$ cat src/design/ltps_pkg.sv
// Shared types and constants of the twin prime search block.
// No dependencies; every other file of the block imports this package.
package ltps_pkg;

   // Width of the prime fields on the result channel.
   localparam int PRIME_WIDTH = 16;

   // The smallest larger prime of a pair whose smaller prime is at least 3.
   localparam int SMALLEST_UPPER = 5;

   // Distance between the two primes of a pair.
   localparam int TWIN_GAP = 2;

   // Status that the remainder unit reports to the search controller.
   typedef struct packed {
      logic busy;
      logic done;
      logic zero;
   } ltps_div_status_type;

endpackage

$ cat src/design/ltps_channels.sv
// Valid/ready channel interfaces for the request and response sides.
// Depends on ltps_pkg for the width of the prime fields.
interface ltps_req_if #(
   parameter int VALUE_WIDTH = 16
) ();
   logic                   valid;
   logic                   ready;
   logic [VALUE_WIDTH-1:0] limit;

   modport source (output valid, output limit, input ready);
   modport sink (input valid, input limit, output ready);
endinterface

interface ltps_rsp_if import ltps_pkg::*; ();
   logic                   valid;
   logic                   ready;
   logic                   found;
   logic [PRIME_WIDTH-1:0] lower_prime;
   logic [PRIME_WIDTH-1:0] upper_prime;

   modport source (output valid, output found, output lower_prime, output upper_prime,
                   input ready);
   modport sink (input valid, input found, input lower_prime, input upper_prime,
                 output ready);
endinterface

$ cat src/design/ltps_rem_unit.sv
// Bit-serial remainder unit: one dividend bit per cycle, restoring style.
// Depends on ltps_pkg for the status struct.
module ltps_rem_unit import ltps_pkg::*; #(
   parameter int VALUE_WIDTH = 16
) (
   input  logic                     clock,
   input  logic                     reset,
   input  logic                     start,
   input  logic [VALUE_WIDTH-1:0]   dividend,
   input  logic [VALUE_WIDTH-1:0]   divisor,
   output ltps_div_status_type      status
);

   localparam int CNT_W = $clog2(VALUE_WIDTH + 1);

   logic [VALUE_WIDTH-1:0] shift_ff, shift_in;
   logic [VALUE_WIDTH-1:0] rem_ff, rem_in;
   logic [CNT_W-1:0]       count_ff, count_in;
   logic                   busy_ff, busy_in;
   logic                   done_ff, done_in;
   logic [VALUE_WIDTH:0]   trial;
   logic [VALUE_WIDTH:0]   diff;

   assign trial = {rem_ff, shift_ff[VALUE_WIDTH-1]};
   assign diff  = trial - {1'b0, divisor};

   always_comb begin
      shift_in = shift_ff;
      rem_in   = rem_ff;
      count_in = count_ff;
      busy_in  = busy_ff;
      done_in  = 1'b0;
      if (start) begin
         shift_in = dividend;
         rem_in   = '0;
         count_in = CNT_W'(VALUE_WIDTH);
         busy_in  = 1'b1;
      end else if (busy_ff) begin
         // The partial remainder never reaches twice the divisor, so one
         // compare and subtract per bit is enough.
         if (trial >= {1'b0, divisor}) begin
            rem_in = diff[VALUE_WIDTH-1:0];
         end else begin
            rem_in = trial[VALUE_WIDTH-1:0];
         end
         shift_in = {shift_ff[VALUE_WIDTH-2:0], 1'b0};
         count_in = count_ff - CNT_W'(1);
         if (count_ff == CNT_W'(1)) begin
            busy_in = 1'b0;
            done_in = 1'b1;
         end
      end
   end

   always_ff @(posedge clock) begin
      shift_ff <= shift_in;
      rem_ff   <= rem_in;
      count_ff <= count_in;
      if (reset) begin
         busy_ff <= 1'b0;
         done_ff <= 1'b0;
      end else begin
         busy_ff <= busy_in;
         done_ff <= done_in;
      end
   end

   assign status.busy = busy_ff;
   assign status.done = done_ff;
   assign status.zero = (rem_ff == '0);

endmodule

$ cat src/design/largest_twin_prime_search.sv
// Largest twin prime pair at or below a limit, by trial division.
// Usage:
//   A request beat on req_ch carries a limit. The block searches downward
//   from the limit for the largest pair (p, p+2) of primes with p at least 3
//   and answers with one response beat on rsp_ch: found, lower_prime and
//   upper_prime (both zero when nothing is found, as for any limit below 5).
//   One request is worked on at a time; req_ch.ready is high while the
//   search controller is idle, also while a finished response still waits.
// Search:
//   Each trial division runs through the bit-serial remainder unit. A
//   candidate n is tried with divisors from 2 up to floor(sqrt(n)) if n is
//   prime, and fewer if a small divisor hits. Candidates are tested downward
//   until a pair is found; a limit below 5 gets its response with no division.
// Reset: synchronous, active high; the controller returns to idle, any
//   search in progress is dropped and no response is pending.
// Stall: a response waits in the output register until rsp_ch.ready; a
//   search that finishes meanwhile holds its result until that register frees.
module largest_twin_prime_search import ltps_pkg::*; #(
   parameter int VALUE_WIDTH = 16
) (
   input  logic  clock,
   input  logic  reset,
   ltps_req_if.sink   req_ch,
   ltps_rsp_if.source rsp_ch
);

   localparam int W = VALUE_WIDTH;

   localparam logic [2:0] S_IDLE   = 3'd0;
   localparam logic [2:0] S_CHECK  = 3'd1;
   localparam logic [2:0] S_DIV    = 3'd2;
   localparam logic [2:0] S_NEXT   = 3'd3;
   localparam logic [2:0] S_FINISH = 3'd4;

   localparam logic [W-1:0] UPPER_MIN = W'(SMALLEST_UPPER);
   localparam logic [W-1:0] GAP       = W'(TWIN_GAP);
   localparam logic [W-1:0] FIRST_DIV = W'(2);
   localparam logic [W:0]   FIRST_SQ  = (W + 1)'(4);

   logic [2:0]             state_ff, state_in;
   logic [W-1:0]           cand_ff, cand_in;     // larger member under test
   logic [W-1:0]           n_ff, n_in;           // number being tested now
   logic                   second_ff, second_in; // testing cand - 2
   logic [W-1:0]           d_ff, d_in;           // trial divisor
   logic [W:0]             sq_ff, sq_in;         // d_ff squared
   logic                   found_ff, found_in;
   logic                   rsp_valid_ff, rsp_valid_in;
   logic                   rsp_found_ff, rsp_found_in;
   logic [PRIME_WIDTH-1:0] rsp_lower_ff, rsp_lower_in;
   logic [PRIME_WIDTH-1:0] rsp_upper_ff, rsp_upper_in;

   logic                   div_start;
   logic                   past_root;
   logic                   out_free;
   logic [W-1:0]           cand_less;
   ltps_div_status_type    div_status;

   ltps_rem_unit #(
      .VALUE_WIDTH (W)
   ) u_rem (
      .clock    (clock),
      .reset    (reset),
      .start    (div_start),
      .dividend (n_ff),
      .divisor  (d_ff),
      .status   (div_status)
   );

   assign past_root = (sq_ff > {1'b0, n_ff});
   assign div_start = (state_ff == S_CHECK) && !past_root;
   assign out_free  = !rsp_valid_ff || rsp_ch.ready;
   assign cand_less = cand_ff - W'(1);

   assign req_ch.ready = (state_ff == S_IDLE);

   always_comb begin
      state_in     = state_ff;
      cand_in      = cand_ff;
      n_in         = n_ff;
      second_in    = second_ff;
      d_in         = d_ff;
      sq_in        = sq_ff;
      found_in     = found_ff;
      rsp_valid_in = rsp_valid_ff && !rsp_ch.ready;
      rsp_found_in = rsp_found_ff;
      rsp_lower_in = rsp_lower_ff;
      rsp_upper_in = rsp_upper_ff;
      unique case (state_ff)
         S_IDLE: begin
            if (req_ch.valid) begin
               cand_in   = req_ch.limit;
               n_in      = req_ch.limit;
               second_in = 1'b0;
               d_in      = FIRST_DIV;
               sq_in     = FIRST_SQ;
               found_in  = 1'b0;
               state_in  = (req_ch.limit < UPPER_MIN) ? S_FINISH : S_CHECK;
            end
         end
         S_CHECK: begin
            // No divisor up to the square root divides n, so n is prime.
            if (past_root) begin
               if (second_ff) begin
                  found_in = 1'b1;
                  state_in = S_FINISH;
               end else begin
                  n_in      = cand_ff - GAP;
                  second_in = 1'b1;
                  d_in      = FIRST_DIV;
                  sq_in     = FIRST_SQ;
               end
            end else begin
               state_in = S_DIV;
            end
         end
         S_DIV: begin
            if (div_status.done) begin
               if (div_status.zero) begin
                  state_in = S_NEXT;
               end else begin
                  d_in     = d_ff + W'(1);
                  sq_in    = sq_ff + {d_ff, 1'b1};
                  state_in = S_CHECK;
               end
            end
         end
         S_NEXT: begin
            if (cand_ff == UPPER_MIN) begin
               state_in = S_FINISH;
            end else begin
               cand_in   = cand_less;
               n_in      = cand_less;
               second_in = 1'b0;
               d_in      = FIRST_DIV;
               sq_in     = FIRST_SQ;
               state_in  = S_CHECK;
            end
         end
         S_FINISH: begin
            if (out_free) begin
               rsp_valid_in = 1'b1;
               rsp_found_in = found_ff;
               rsp_lower_in = found_ff ? PRIME_WIDTH'(cand_ff - GAP) : '0;
               rsp_upper_in = found_ff ? PRIME_WIDTH'(cand_ff) : '0;
               state_in     = S_IDLE;
            end
         end
         default: begin
            state_in = S_IDLE;
         end
      endcase
   end

   always_ff @(posedge clock) begin
      cand_ff      <= cand_in;
      n_ff         <= n_in;
      second_ff    <= second_in;
      d_ff         <= d_in;
      sq_ff        <= sq_in;
      found_ff     <= found_in;
      rsp_found_ff <= rsp_found_in;
      rsp_lower_ff <= rsp_lower_in;
      rsp_upper_ff <= rsp_upper_in;
      if (reset) begin
         state_ff     <= S_IDLE;
         rsp_valid_ff <= 1'b0;
      end else begin
         state_ff     <= state_in;
         rsp_valid_ff <= rsp_valid_in;
      end
   end

   assign rsp_ch.valid       = rsp_valid_ff;
   assign rsp_ch.found       = rsp_found_ff;
   assign rsp_ch.lower_prime = rsp_lower_ff;
   assign rsp_ch.upper_prime = rsp_upper_ff;

   // A found pair always differs by the twin gap.
   a_pair_gap: assert property (@(posedge clock) disable iff (reset)
      (rsp_ch.valid && rsp_ch.found) |->
         (PRIME_WIDTH'(rsp_ch.upper_prime - rsp_ch.lower_prime) == PRIME_WIDTH'(TWIN_GAP)))
      else $error("found pair does not differ by the twin gap");

   // A miss reports both primes as zero.
   a_miss_zero: assert property (@(posedge clock) disable iff (reset)
      (rsp_ch.valid && !rsp_ch.found) |->
         (rsp_ch.lower_prime == '0 && rsp_ch.upper_prime == '0))
      else $error("miss reports nonzero primes");

   // The remainder unit is never restarted while a division is under way.
   a_no_restart: assert property (@(posedge clock) disable iff (reset)
      div_start |-> !div_status.busy)
      else $error("remainder unit restarted while busy");

   // A division is only started for a number of at least 3 and a divisor of at least 2.
   a_div_operands: assert property (@(posedge clock) disable iff (reset)
      div_start |-> (n_ff >= W'(3) && d_ff >= FIRST_DIV))
      else $error("division started with out-of-range operands");

endmodule
$ cat src/flat_wrapper.sv
// flat-port wrapper written by rule: the top's interface ports become plain ports
module largest_twin_prime_search_flat import ltps_pkg::*;
#(
   parameter int VALUE_WIDTH = 16
)
  (clock, reset, req_ch_valid, req_ch_limit, req_ch_ready, rsp_ch_valid, rsp_ch_found, rsp_ch_lower_prime, rsp_ch_upper_prime, rsp_ch_ready);
  ltps_req_if #(.VALUE_WIDTH(VALUE_WIDTH)) req_ch_i ();
  ltps_rsp_if rsp_ch_i ();
  input  logic clock;
  input  logic reset;
  input wire logic [$bits(req_ch_i.valid)-1:0] req_ch_valid;
  input wire logic [$bits(req_ch_i.limit)-1:0] req_ch_limit;
  output wire logic [$bits(req_ch_i.ready)-1:0] req_ch_ready;
  output wire logic [$bits(rsp_ch_i.valid)-1:0] rsp_ch_valid;
  output wire logic [$bits(rsp_ch_i.found)-1:0] rsp_ch_found;
  output wire logic [$bits(rsp_ch_i.lower_prime)-1:0] rsp_ch_lower_prime;
  output wire logic [$bits(rsp_ch_i.upper_prime)-1:0] rsp_ch_upper_prime;
  input wire logic [$bits(rsp_ch_i.ready)-1:0] rsp_ch_ready;
  assign req_ch_i.valid = req_ch_valid;
  assign req_ch_i.limit = req_ch_limit;
  assign req_ch_ready = req_ch_i.ready;
  assign rsp_ch_valid = rsp_ch_i.valid;
  assign rsp_ch_found = rsp_ch_i.found;
  assign rsp_ch_lower_prime = rsp_ch_i.lower_prime;
  assign rsp_ch_upper_prime = rsp_ch_i.upper_prime;
  assign rsp_ch_i.ready = rsp_ch_ready;
  largest_twin_prime_search #(.VALUE_WIDTH(VALUE_WIDTH)) u_core (.clock(clock), .reset(reset), .req_ch(req_ch_i), .rsp_ch(rsp_ch_i));
endmodule
$ cat config.mk
export PLATFORM = sky130hd
export DESIGN_NAME = largest_twin_prime_search_flat
export DESIGN_NICKNAME = d
export VERILOG_FILES = /design/src/design/ltps_pkg.sv /design/src/design/ltps_channels.sv /design/src/design/ltps_rem_unit.sv /design/src/design/largest_twin_prime_search.sv /design/src/flat_wrapper.sv
export SDC_FILE = /design/constraint.sdc
export NUM_CORES = 1
export LEC_CHECK = 0
export BUFFER_PORTS_ARGS = -buffer_cell sky130_fd_sc_hd__buf_4
export CORE_MARGIN = 2
export CORE_UTILIZATION = 57
export CTS_BUF_LIST = sky130_fd_sc_hd__clkbuf_4
export DETAILED_ROUTE_END_ITERATION = 10
export HOLD_SLACK_MARGIN = 0.06
export PLACE_DENSITY = 0.76
export SYNTH_ARGS = -nofsm -noshare
export SYNTH_HDL_FRONTEND = slang
export SYNTH_SLANG_ARGS = --single-unit
$ cat constraint.sdc
create_clock -name clock -period 4.7 [get_ports clock]
set_input_delay 0.235 -clock clock [delete_from_list [all_inputs] [get_ports clock]]
set_output_delay 0.235 -clock clock [all_outputs]
set_load 0.01 [all_outputs]
==> impl_metrics.toml <==
[worst_hold_path]
min_path_type = "in2reg"

[placed_design]
gp_congestion = 0.909
pre_cts_slack_ns = 1.24
hpwl_um = 13900
io_buffers = 54

[floorplan]
io_pins = 55
core_area_sq_um = 15100
initial_core_util_pct = 58.0
die_h_um = 128
num_rows = 45
dieArea_sq_um = 16400
dieWidth_um = 128

[finish]
layout-drive-gt1-share_pct = 13.4
num-fill-cells = 1203
nNetsFinal = 1028
final-seq-area_sq_um = 3990
areaGrowthSynthToFinish_pct = 11.3
multi_input_area_sq_um = 4430
final_common_cell = "edfxtp_1"
final_cell_mix = "edfxtp_1 (115), nand2_1 (91), nor2_1 (74)"

[pwr]
switching_share_pct = 44.0
power.internal_mw = 3.59
power_density_nw_per_um2 = 657
peakVddDrop_uv = 300
power_frac_comb_pct = 51.6
p_switching_mw = 2.83
leakage_nw = 3.90
p_clk_share_pct = 11.3
p_seq_share_pct = 37.1

[synth]
ys_seq_area_share_pct = 45.5
syn-instance-count = 891
synth_cell_types = 67
synth_edf_count = 115
syn-num-nets = 967
synth_ff_type = "edfxtp_1"
async_flop_share_pct = 0
ys_ff_latch = 142
synth_area_sq_um = 8780
syn_area_per_cell_sq_um = 9.85
yosysWarningCount = 0

[worst_setup_path]
start_kind = "flip-flop"
path_cells = "ha_1 -> and4b_1 -> nor2b_1 -> a2111oi_0 -> o31ai_1 -> a21o_1 -> a211o_1 -> nand2b_1"
critPathCaptureType = "flip-flop"
critPathSlowestCell = "nand2b_1"
critPathMaxStageDelay_ns = 0.61
path_max_fanout = 16
worstPathRequired_ns = 4.89
arrival_ns = 3.68
path_class = "reg2reg"

[timing]
setup_viol = 0
layout_setup_ws_ns = 1.21
tns_ns = 0
fin_crit_ns = 3.49
slew_headroom_pct = 33.9
hold_viol = 0
fin_skew_ns = 0.0249
maxSlewViolCount = 0
worst_pin_slew_ns = 0.990
fmax_ghz = 0.287
final.period_utilization_pct = 74.2
rsz0062_at_grt = "false"

[global_routing]
antenna_found_initial = 1
grt_max_degree = 45
grt_pass1_wl_um = 30500
first_global_vias = 6182
grt_use_total_pct = 23.5
overflow = 0

[route]
antenna_left = 0
dr.pass1.iters = 6
vias = 6765
viasPerCell = 5.86
detail_route.iter0.violations = 569
drc_errors = 0
routedWlPerCell_um = 16.6
routed_wl_um = 19200

[status]
outcome = "finished, final reports clean"

[clock_tree]
clock-root-buffer = "clkbuf_4"
clk_pin_slew_ns = 0.12
ctsResizeCount = 0
cts.sinks = 142
clock_path_buffers = 2
clock_latency_ns = 0.56
cts_tree = "built"
numCtsBuffers = 17
ctsHtreeMaxLevel = 4

[run]
cap_violations = 0
-- through the flow --
stage                     power [mW]  utilization (%)  hold WS, ns  instance area, sq um  std cells
after floorplan                 4.86                -        0.304                  8780        891
after global placement          5.56             61.7        0.449                  9340       1103
after detailed placement        5.64             61.7        0.453                  9340       1103
after CTS                       6.39             64.5        0.105                  9770       1153
after global routing            6.91             64.5        0.137                  9770       1154
final                           6.42             64.5        0.150                  9770       1154
-- logic make-up after synthesis --
group / synth area share, %
buf+inv: 4.29
flops: 45.5
compound gates: 11.6
mux: 4.02
fa+ha+maj: 8.15
simple gates: 18.9
xor+xnor: 7.58
-- worst max-delay path: cells and delay by family, from the launching register on --
kind,cells,cell delay (ns)
flops,1,0.44
compound gates,4,1.43
fa+ha+maj,1,0.32
simple gates,3,0.95
-- layer usage --
| layer | vias up | GRT usage [%] | wire (um) |
|---|---|---|---|
| met5 | - | 0 | 0 |
| met4 | 0 | 6.85 | 313 |
| met3 | 24 | 5.30 | 1330 |
| met2 | 229 | 35.1 | 8660 |
| met1 | 3195 | 34.5 | 8880 |
| li1 | 3317 | - | - |
-- cell type report --
cell class	count	area share (%)
Clock buffer	17	1.31
Timing Repair Buffer	85	6.99
Clock inverter	15	1.28
Inverter	48	1.84
Tap cell	188	2.41
Antenna cell	1	0.0256
Sequential cell	142	40.9
Multi-Input combinational cell	658	45.3
-- registers in the layout, indices dropped and copies added, names as in the netlist, 3 cells and up --
register and cells:
u_core.rsp_ch.lower_prime 15, u_core.u_rem.rem_ff 16, u_core.n_ff 16, u_core.state_ff 3, u_core.d_ff 16, u_core.u_rem.count_ff 5
u_core.cand_ff 16, u_core.u_rem.shift_ff 16, u_core.rsp_ch.upper_prime 16, u_core.sq_ff 17
-- cells in the mapped netlist (3+ instances only) --
cell      number  area (sq um)
buf_4          4          30.0
mux2_4         5          75.1
o21a_1         3          22.5
nand2b_1      13          81.3
and2_1        34           213
nor4b_1        3          26.3
nor3b_1        4          30.0
ha_1          54           676
clkbuf_1      32           120
nand3_1       21           105
buf_2          4          20.0
a21o_1        13          97.6
o21ai_1        4          20.0
inv_1         48           180
nor4_1        11          68.8
o21ai_0       48           240
nor3_1        24           120
mux2_2        14           158
and3_1         8          50.1
nand4_1       13          81.3
a21oi_1       47           235
dfxtp_1       27           541
xor2_1        33           289
a31oi_1        9          56.3
o211ai_1       3          22.5
mux2i_1       12           120
xnor2_1       43           377
a211oi_1      18           135
nor2b_1       11          68.8
nor2_1        74           278
edfxtp_1     115          3450
nand2_1       91           342
or3_1          5          31.3
-- power by group through the flow --
stage,Sequential (mW),Combinational [mW],Clock [mW]
CTS,2.37,3.28,0.742
finish,2.38,3.31,0.726
detailed placement,2.39,3.25,0
global route,2.43,3.68,0.790
floorplan,2.20,2.66,0
global placement,2.38,3.17,0
-- timing repair --
action / CTS / global route
endpoints found under the hold margin: 38 / 0
buffers inserted: 0 / 0
hold buffers: 18 / 0
-- worst paths after layout --
check                           start                  endpoint  slack, ns  depth (start not counted)
max                  u_core.sq_ff[15]  u_core.u_rem.shift_ff[7]       1.21                          8
min                      req_ch_valid           u_core.found_ff       0.15                          3
max reg2reg          u_core.sq_ff[15]  u_core.u_rem.shift_ff[7]       1.21                          8
min reg2reg  u_core.u_rem.count_ff[4]  u_core.u_rem.count_ff[4]       0.51                          2
(Power assumes the default switching activity.)
